$ cat src/rtl/stable_priority_queue_assert.svh
// Assertion macros for the stable priority queue.
`ifndef STABLE_PRIORITY_QUEUE_ASSERT_SVH
`define STABLE_PRIORITY_QUEUE_ASSERT_SVH

`ifndef ASSERT_OFF

// Same-cycle implication, disabled during reset.
`define SPQ_ASSERT_IMPL(label, clk, rst, ante, cons) \
   label: assert property (@(posedge clk) disable iff (rst) (ante) |-> (cons)) \
      else $error("stable_priority_queue: assertion failed");

// Next-cycle implication, disabled during reset.
`define SPQ_ASSERT_NEXT(label, clk, rst, ante, cons) \
   label: assert property (@(posedge clk) disable iff (rst) (ante) |=> (cons)) \
      else $error("stable_priority_queue: assertion failed");

`else

`define SPQ_ASSERT_IMPL(label, clk, rst, ante, cons)
`define SPQ_ASSERT_NEXT(label, clk, rst, ante, cons)

`endif

`endif

$ cat src/rtl/spq_pkg.sv
package spq_pkg;

   localparam int CAPACITY_DEF      = 16;
   localparam int PRIORITY_BITS_DEF = 8;

   localparam int NAME_W       = 24;
   localparam int STATUS_W     = 2;
   localparam int SERVED_PRI_W = 8;
   localparam int OCC_W        = 5;

   localparam logic OP_INSERT  = 1'b0;
   localparam logic OP_EXECUTE = 1'b1;

   localparam logic [STATUS_W-1:0] ST_OK        = 2'd0;
   localparam logic [STATUS_W-1:0] ST_UNDERFLOW = 2'd1;
   localparam logic [STATUS_W-1:0] ST_OVERFLOW  = 2'd2;

   // Per-cycle command broadcast to every cell.
   typedef struct packed {
      logic ins;   // insert new entry, shift larger ones back
      logic rem;   // drop front entry, shift all forward
   } cell_ctrl_type;

endpackage

$ cat src/rtl/spq_cell.sv
module spq_cell #(
   parameter int PRI_W = spq_pkg::PRIORITY_BITS_DEF
) (
   input  logic                      clock,
   input  spq_pkg::cell_ctrl_type    ctrl,
   input  logic                      occupied,
   input  logic [spq_pkg::NAME_W-1:0] new_name,
   input  logic [PRI_W-1:0]          new_pri,
   input  logic                      left_after,
   input  logic [spq_pkg::NAME_W-1:0] left_name,
   input  logic [PRI_W-1:0]          left_pri,
   input  logic [spq_pkg::NAME_W-1:0] right_name,
   input  logic [PRI_W-1:0]          right_pri,
   output logic                      after,
   output logic [spq_pkg::NAME_W-1:0] name,
   output logic [PRI_W-1:0]          pri
);
   import spq_pkg::*;

   logic [NAME_W-1:0] name_ff, name_in;
   logic [PRI_W-1:0]  pri_ff, pri_in;

   // New entry belongs at or before this slot (stable: equal stays ahead).
   assign after = !(occupied && (pri_ff <= new_pri));

   always_comb begin
      name_in = name_ff;
      pri_in  = pri_ff;
      if (ctrl.ins && after) begin
         if (left_after) begin
            name_in = left_name;
            pri_in  = left_pri;
         end else begin
            name_in = new_name;
            pri_in  = new_pri;
         end
      end else if (ctrl.rem) begin
         name_in = right_name;
         pri_in  = right_pri;
      end
   end

   always_ff @(posedge clock) begin
      name_ff <= name_in;
      pri_ff  <= pri_in;
   end

   assign name = name_ff;
   assign pri  = pri_ff;

endmodule

$ cat src/rtl/stable_priority_queue.sv
// Stable priority queue of process entries, built as a row of sorted cells.
// Request channel (req_valid/req_ready): req_operation selects insert or
// execute; an insert carries req_process_name and req_priority_req.
// Response channel (rsp_valid/rsp_ready): exactly one response per request
// with status, the served entry on a good execute, and the occupancy.
// Latency: the response is registered and appears the cycle after the
// request is taken. Throughput: one request per cycle unless rsp_ready
// stalls; every cell compares its priority with the incoming one in parallel
// and all shift at once, so the compare across the cell row sets the cycle time.
// Lower priority numbers leave first; equal ones leave in arrival order.
// Full queue: insert answers overflow, contents unchanged. Empty queue:
// execute answers underflow. Reset clears the count and the response valid
// flag only; cell contents and response data are dead until written.
// A stalled response (rsp_ready low) holds the output register; a new
// request is taken only when that register is empty or being drained.
module stable_priority_queue #(
   parameter int CAPACITY      = spq_pkg::CAPACITY_DEF,
   parameter int PRIORITY_BITS = spq_pkg::PRIORITY_BITS_DEF
) (
   input  logic                              clock,
   input  logic                              reset,
   input  logic                              req_valid,
   output logic                              req_ready,
   input  logic                              req_operation,
   input  logic [spq_pkg::NAME_W-1:0]        req_process_name,
   input  logic [PRIORITY_BITS-1:0]          req_priority_req,
   output logic                              rsp_valid,
   input  logic                              rsp_ready,
   output logic [spq_pkg::STATUS_W-1:0]      rsp_status,
   output logic [spq_pkg::NAME_W-1:0]        rsp_served_name,
   output logic [spq_pkg::SERVED_PRI_W-1:0]  rsp_served_priority,
   output logic [spq_pkg::OCC_W-1:0]         rsp_occupancy
);
   import spq_pkg::*;

   `include "stable_priority_queue_assert.svh"

   localparam int CNT_W = $clog2(CAPACITY + 1);

   // Entry count; cell i holds a live entry when i < count.
   logic [CNT_W-1:0] count_ff, count_in;

   logic                     rsp_valid_ff, rsp_valid_in;
   logic [STATUS_W-1:0]      status_ff, status_in;
   logic [NAME_W-1:0]        served_name_ff, served_name_in;
   logic [SERVED_PRI_W-1:0]  served_pri_ff, served_pri_in;
   logic [OCC_W-1:0]         occ_ff, occ_in;

   logic accept, full, empty;
   cell_ctrl_type ctrl;

   logic [CAPACITY-1:0] occupied;
   logic [CAPACITY-1:0] cell_after;
   logic [NAME_W-1:0]        cell_name [CAPACITY];
   logic [PRIORITY_BITS-1:0] cell_pri  [CAPACITY];

   logic [SERVED_PRI_W-1:0] front_pri;

   // Output register empties or drains this cycle -> room for a new request.
   assign req_ready = !rsp_valid_ff || rsp_ready;
   assign accept    = req_valid && req_ready;

   assign full  = (count_ff == CNT_W'(CAPACITY));
   assign empty = (count_ff == '0);

   assign ctrl.ins = accept && (req_operation == OP_INSERT) && !full;
   assign ctrl.rem = accept && (req_operation == OP_EXECUTE) && !empty;

   // Cell row: each cell sees its neighbors; ends are tied off.
   for (genvar i = 0; i < CAPACITY; i++) begin : g_cell
      logic                     l_after;
      logic [NAME_W-1:0]        l_name, r_name;
      logic [PRIORITY_BITS-1:0] l_pri, r_pri;

      assign occupied[i] = (CNT_W'(i) < count_ff);

      if (i == 0) begin : g_head
         assign l_after = 1'b0;
         assign l_name  = '0;
         assign l_pri   = '0;
      end else begin : g_mid_l
         assign l_after = cell_after[i-1];
         assign l_name  = cell_name[i-1];
         assign l_pri   = cell_pri[i-1];
      end

      if (i == CAPACITY - 1) begin : g_tail
         assign r_name = '0;
         assign r_pri  = '0;
      end else begin : g_mid_r
         assign r_name = cell_name[i+1];
         assign r_pri  = cell_pri[i+1];
      end

      spq_cell #(
         .PRI_W (PRIORITY_BITS)
      ) u_cell (
         .clock      (clock),
         .ctrl       (ctrl),
         .occupied   (occupied[i]),
         .new_name   (req_process_name),
         .new_pri    (req_priority_req),
         .left_after (l_after),
         .left_name  (l_name),
         .left_pri   (l_pri),
         .right_name (r_name),
         .right_pri  (r_pri),
         .after      (cell_after[i]),
         .name       (cell_name[i]),
         .pri        (cell_pri[i])
      );
   end

   // Fit the front priority and the count into the fixed response widths.
   if (PRIORITY_BITS >= SERVED_PRI_W) begin : g_pri_trunc
      assign front_pri = cell_pri[0][SERVED_PRI_W-1:0];
   end else begin : g_pri_ext
      assign front_pri = {{(SERVED_PRI_W - PRIORITY_BITS){1'b0}}, cell_pri[0]};
   end

   always_comb begin
      count_in = count_ff;
      if (ctrl.ins) begin
         count_in = count_ff + CNT_W'(1);
      end else if (ctrl.rem) begin
         count_in = count_ff - CNT_W'(1);
      end
   end

   if (CNT_W >= OCC_W) begin : g_occ_trunc
      assign occ_in = count_in[OCC_W-1:0];
   end else begin : g_occ_ext
      assign occ_in = {{(OCC_W - CNT_W){1'b0}}, count_in};
   end

   always_comb begin
      status_in      = ST_OK;
      served_name_in = '0;
      served_pri_in  = '0;
      if (req_operation == OP_INSERT) begin
         if (full) begin
            status_in = ST_OVERFLOW;
         end
      end else begin
         if (empty) begin
            status_in = ST_UNDERFLOW;
         end else begin
            served_name_in = cell_name[0];
            served_pri_in  = front_pri;
         end
      end
   end

   assign rsp_valid_in = accept || (rsp_valid_ff && !rsp_ready);

   always_ff @(posedge clock) begin
      if (reset) begin
         count_ff     <= '0;
         rsp_valid_ff <= 1'b0;
      end else begin
         count_ff     <= count_in;
         rsp_valid_ff <= rsp_valid_in;
      end
   end

   always_ff @(posedge clock) begin
      if (accept) begin
         status_ff      <= status_in;
         served_name_ff <= served_name_in;
         served_pri_ff  <= served_pri_in;
         occ_ff         <= occ_in;
      end
   end

   assign rsp_valid           = rsp_valid_ff;
   assign rsp_status          = status_ff;
   assign rsp_served_name     = served_name_ff;
   assign rsp_served_priority = served_pri_ff;
   assign rsp_occupancy       = occ_ff;

   // Count stays within the cell row.
   `SPQ_ASSERT_IMPL(a_count_range, clock, reset, 1'b1, count_ff <= CNT_W'(CAPACITY))
   // A taken insert grows the queue by exactly one.
   `SPQ_ASSERT_NEXT(a_ins_count, clock, reset, ctrl.ins, count_ff == $past(count_ff) + CNT_W'(1))
   // The two front entries stay in priority order.
   `SPQ_ASSERT_IMPL(a_front_sorted, clock, reset, count_ff >= CNT_W'(2), cell_pri[0] <= cell_pri[1])

endmodule

$ cat config.mk
export PLATFORM = sky130hd
export DESIGN_NAME = stable_priority_queue
export DESIGN_NICKNAME = d
export VERILOG_FILES = /design/src/rtl/spq_pkg.sv /design/src/rtl/spq_cell.sv /design/src/rtl/stable_priority_queue.sv
export VERILOG_INCLUDE_DIRS = /design/src /design/src/rtl
export SDC_FILE = /design/constraint.sdc
export NUM_CORES = 1
export LEC_CHECK = 0
export BUFFER_PORTS_ARGS = -buffer_cell sky130_fd_sc_hd__buf_2
export CAP_MARGIN = 0
export CORE_AREA = 2 2 282 284
export CTS_CLUSTER_SIZE = 10
export DETAILED_ROUTE_END_ITERATION = 10
export DIE_AREA = 0 0 284 286
export REMOVE_ABC_BUFFERS = 1
export SLEW_MARGIN = 40
export SYNTH_ARGS = -nofsm -noshare
export SYNTH_HDL_FRONTEND = slang
export SYNTH_SLANG_ARGS = --single-unit
$ cat constraint.sdc
create_clock -name clock -period 3.6 [get_ports clock]
set_input_delay 0.18 -clock clock [delete_from_list [all_inputs] [get_ports clock]]
set_output_delay 0.18 -clock clock [all_outputs]
set_load 0.05 [all_outputs]
==> results.toml, run 1 <==
[global_route]
first_global_vias = 22700
grt.busiest_layer = "met2"
grt_max_degree = 65
antenna_found_initial = 5
grt-ovfl-total = 0
track_usage = 0.189
grt_first_pass_wirelength_um = 124000
met3_usage = 0.0278
grt_use_met1 = 0.242
grtUsageMet2 = 0.334

[logic_synthesis]
ys.flop_type = "edfxtp_1"
synth_xor_area_frac = 0.00113
yosysWarnings = 0
synth_edf_count = 551
syn_inst = 2704
netlist.top_cell.by_area = "edfxtp_1"
ys_types = 61
ys_seq_area_frac = 0.538
synthDominantCellAreaShare = 0.534
synth_top_family_by_area = "multiplexers"
synthArstFlopShare = 0
netlist_area_sq_um = 31000
synth_mux_area_frac = 0.163
synth-seq-cells = 557
synth_compound_gate_area_share = 0.113
synth_area_per_cell_sq_um = 11.4
synthAdderAreaFrac = 0.0533
synthTopCellsByArea = "edfxtp_1 53%, mux2i_1 13%, o21ai_0 5.5%"
synthSimpleGateAreaFrac = 0.0924

[route]
drt-pass1-iter-count = 5
routedWlPerCell_um = 20.4
num_vias = 21500
drc = 0
drtAntennaViolNets = 0
routed_wl_um = 77900
drt_iter0_drc = 1377
vias_per_cell = 5.61

[worst_hold_path]
min_path_cells = 3
holdCritStartpoint = "req_priority_req[7]"
holdCritPathClass = "in -> reg"

[setup_path]
required_ns = 3.95
critPathKind = "reg -> reg"
endpoint_kind = "flop"
cp.arrival_ns = 3.40
reg2reg_from = "count_ff[0]$_SDFF_PP0_"
r2r.worst_path.cells = 7
critPathLaunch = "count_ff[0]$_SDFF_PP0_"
worstSetupStartpointType = "flop"
crit_fanout = 24

[die]
die_x_um = 284
start_util = 0.395
core-area_sq_um = 78400
die_area_sq_um = 81200
fp.dieH_um = 286
ios = 78
placement_rows = 103

[timing]
slew_violations = 0
clock.fmax_mhz = 327
fin_crit_sh = 0.849
finalCriticalPeriod_ns = 3.06
hold_viol = 0
finalSetupViolCount = 0
rsz0062_at_grt = "false"
whs_ns = 0.119
fin_skew_ns = 0.0261
setup_slack_ns = 0.544
tightest_slew_ns = 0.731
tns_ns = 0
slew_headroom = 0.512

[clock_network]
cts_hold_buf = 3
tritoncts = "done"
clockBufferDepth = 3
cts_buffers = 68
postCtsSetupRepairBufs = 0
clock-root-buffer = "clkbuf_16"
clkTransAtPathRegs_ns = 0.06
clock_sinks = 557
htree_levels = 3
postCtsResizedCells = 0
clock_latency_ns = 0.61

[cells_and_area]
fin_nets = 2914
drive_gt1_frac = 0.136
stdcell_count = 3823
areaGrowthSynthToFinish_pct = 12.5
postLayoutCoreUtil = 0.444

[status]
outcome = "completed"

[flow_run]
max-cap-violations = 0

[pwr]
ir_drop_mv = 0.310
p_per_area_nw_per_um2 = 649
p_leak_nw = 13.2

[placement]
place_inst = 3722
dpl.hpwl_um = 56000
pre_cts_ws_ns = 0.282
numPortBuffers = 77
place.gp.congestion = 0.835
-- kinds of logic after synthesis --
family                     after synthesis
AOI/OAI and AO/OA                      647
xor gates and xnor gates                 4
adders and majority gates              132
buffers and inverters                  233
DFF                                    557
muxes                                  492
and+or+nand+nor                        639
-- final timing paths --
path | to | slack [ns]
max | g_cell[14].u_cell.name[13]$_DFFE_PP_ | 0.54
min | g_cell[15].u_cell.pri[7]$_SDFFCE_PN0P_ | 0.12
max reg2reg | g_cell[14].u_cell.name[13]$_DFFE_PP_ | 0.54
min reg2reg | g_cell[14].u_cell.name[3]$_DFFE_PP_ | 0.55
-- state kept, by name, indices dropped and copies added (netlist names) --
register / count
g_cell.u_cell.pri: 128
rsp_valid: 1
rsp_status: 2
count_ff: 5
rsp_occupancy: 5
rsp_served_priority: 8
g_cell.u_cell.name: 384
rsp_served_name: 24
-- cells in the mapped netlist, drive strengths merged (16+ instances only) --
master and n:
nand4 27, inv 27, nor2 70, o21ai 413, edfxtp 551, nand3 34, nor2b 26, clkbuf 76
mux2 87, nor3 23, a21oi 174, buf 130, nand2 394, o211ai 16, mux2i 405, ha 132
and3 33
-- layout make-up --
cell class                      instances  area (sq um)
Antenna cell                            2          5.00
Clock buffer                           84          1780
Clock inverter                         12          93.8
Fill cell                            7321         43500
Inverter                               27           101
Multi-Input combinational cell       1914         13400
Sequential cell                       557         16700
Tap cell                             1050          1310
Timing Repair Buffer                  177          1490
-- placed cells by master (no fill, tap or decap), types with 3 or more instances in the layout --
cell and n:
a211oi_1 3, a21boi_1 3, a21o_1 3, a21oi_1 151, a21oi_2 20, a21oi_4 3
and3_1 33, and4_1 4, buf_12 27, buf_2 77, buf_4 68, clkbuf_1 15
clkbuf_16 69, clkinv_1 6, dfxtp_1 6, dlygate4sd3_1 3, edfxtp_1 551, ha_1 132
inv_1 27, mux2_1 22, mux2_2 65, mux2i_1 405, nand2_1 391, nand2b_1 11
nand3_1 34, nand4_1 27, nor2_1 69, nor2b_1 26, nor3_1 14, nor3_4 8
o211ai_1 16, o21a_1 8, o21ai_0 337, o21ai_1 72, o21ai_4 3, o31ai_4 9
or3_1 3
-- power breakdown --
part | internal [mW] | switching, mW
sequential | 9.12 | 0.814
clock | 3.47 | 2.62
combinational | 2.53 | 4.05
-- worst max-delay path, cell delays in order, from the launching register on --
cell,delay [ns]
dfxtp_1,0.65
inv_1,0.20
ha_1,0.28
nand4bb_1,0.19
nand3b_2,0.38
a21oi_4,0.47
buf_12,0.25
mux2_2,0.36
-- routing by layer --
layer,vias up,part of all wire
met3,126,0.041
met5,-,0.00036
met4,6,0.022
li1,10100,-
met2,446,0.50
met1,10800,0.43
-- through the flow --
stage	total power, mW	area, sq um
after floorplan	14.4	29900
after global placement	16.4	32900
after detailed placement	16.7	32900
after CTS	22.8	34800
after global routing	23.9	34800
final	22.6	34800
Note: power is estimated with default switching activity, not from simulation.
==> run 2: changes to the inputs <==
clock period = 3.1 ns   (was 3.6 ns; I/O delays follow)
==> run 2 against run 1 <==
Largest cell class unchanged. Critical path depth unchanged. Worst hold slack worse by 0.011 ns. Cell area increased by 0.16%. Worst setup slack got worse by 0.34 ns. Sequential power grew 16%. Global-route usage about the same.
==> results.toml, run 2 (synthesis results as in run 1) <==
[global_route]
first_global_vias = 23100
met3_usage = 0.0330
grt-ovfl-total = 0
grt.busiest_layer = "met2"
track_usage = 0.189
grt_max_degree = 65
grt_use_met1 = 0.241
antenna_found_initial = 6
grtUsageMet2 = 0.326
grt_first_pass_wirelength_um = 125000

[route]
num_vias = 21600
drc = 0
routed_wl_um = 77800
drt-pass1-iter-count = 5
drt_iter0_drc = 1430
routedWlPerCell_um = 20.4
drtAntennaViolNets = 0
vias_per_cell = 5.64

[clock_network]
cts_buffers = 68
clock-root-buffer = "clkbuf_16"
clkTransAtPathRegs_ns = 0.05
clock_sinks = 557
clock_latency_ns = 0.60
tritoncts = "done"
postCtsResizedCells = 0
htree_levels = 3
clockBufferDepth = 3

[die]
ios = 78
core-area_sq_um = 78400
fp.dieH_um = 286
die_area_sq_um = 81200
start_util = 0.395
placement_rows = 103
die_x_um = 284

[setup_path]
endpoint_kind = "flop"
critPathMaxStageDelay_ns = 0.53
cp_cell_sequence = "ha_1 -> nor2b_1 -> o211ai_1 -> a21oi_1 -> o311ai_4 -> buf_4 -> o21ai_0"
cp.arrival_ns = 3.20
critPathKind = "reg -> reg"
worst_path_max_delay_cell = "o311ai_4"
crit_fanout = 55
required_ns = 3.40
cp_top_family = "compound AO/OA/AOI/OAI gates"
worstSetupStartpointType = "flop"
worstPathBufferInverterCount = 1

[timing]
finalCriticalPeriod_ns = 2.90
finalSetupViolCount = 0
rsz0062_at_grt = "false"
tightest_slew_ns = 0.933
tns_ns = 0
clock.fmax_mhz = 345
fin_skew_ns = 0.0172
slew_violations = 0
whs_ns = 0.107
hold_viol = 0
slew_headroom = 0.375
fin_crit_sh = 0.935

[cells_and_area]
final_cell_mix = "551 x edfxtp_1, 405 x mux2i_1, 391 x nand2_1"
fin_nets = 2914
postLayoutCoreUtil = 0.445
fill_cells = 7359
areaGrowthSynthToFinish_pct = 12.7
drive_gt1_frac = 0.135
largest_reg_flops = 384
final_common_cell = "edfxtp_1"

[pwr]
p_per_area_nw_per_um2 = 753
p_leak_nw = 13.2
ir_drop_mv = 0.399
p_total_mw = 26.3

[placement]
numPortBuffers = 77
dpl.hpwl_um = 55000
place.gp.congestion = 0.864

[status]
outcome = "completed"

[worst_hold_path]
holdCritPathClass = "in -> reg"

[flow_run]
max-cap-violations = 0
## run 2: timing repair
action,in CTS,in global routing
hold endpoints to repair,6,0
hold buffers,3,0
endpoints found under the setup margin,0,0
buffers inserted,0,0
## run 2: worst min-delay path: stages
cell,delay [ns]
buf_2,0.21
nand3_1,0.11
a21oi_1,0.06
## run 2: metrics by stage
step	instance area (sq um)	std cells	setup WS, ns
floorplan	29900	2498	-4.10
global placement	33000	3722	0.235
detailed placement	33000	3722	0.296
CTS	34900	3819	0.303
global route	34900	3820	0.0603
finish	34900	3820	0.201
## run 2: cell type report
class	instances	area, sq um	area share
Tap cell	1050	1310	0.0377
Multi-Input combinational cell	1914	13400	0.383
Sequential cell	557	16700	0.478
Timing Repair Buffer	177	1560	0.0446
Clock buffer	87	1820	0.0521
Clock inverter	7	65.1	0.00187
Antenna cell	1	2.50	0.0000717
Inverter	27	101	0.00291
## run 2: where the power goes
group          leakage, nW  internal [mW]  switching [mW]  total [mW]
combinational         7.02           2.95            4.68        7.64
sequential            5.28           10.6           0.926        11.5
clock                0.913           4.08            3.04        7.12
total                 13.2           17.6            8.65        26.3
## run 2: routing by layer
metal	wire [um]	vias to the layer above	share of wire
li1	-	10100	-
met1	33800	10800	0.43
met2	38400	454	0.49
met3	3380	165	0.043
met4	2150	10	0.028
met5	61	-	0.00078
## run 2: path summary, 6_finish.rpt
path	start	to	slack, ns	cells past startpoint
max	g_cell[7].u_cell.pri[1]$_DFFE_PP_	g_cell[7].u_cell.name[14]$_DFFE_PP_	0.20	7
min	req_process_name[6]	g_cell[15].u_cell.name[6]$_SDFFCE_PN0P_	0.11	3
max reg2reg	g_cell[7].u_cell.pri[1]$_DFFE_PP_	g_cell[7].u_cell.name[14]$_DFFE_PP_	0.20	7
min reg2reg	g_cell[15].u_cell.name[21]$_SDFFCE_PN0P_	g_cell[14].u_cell.name[21]$_DFFE_PP_	0.55	1
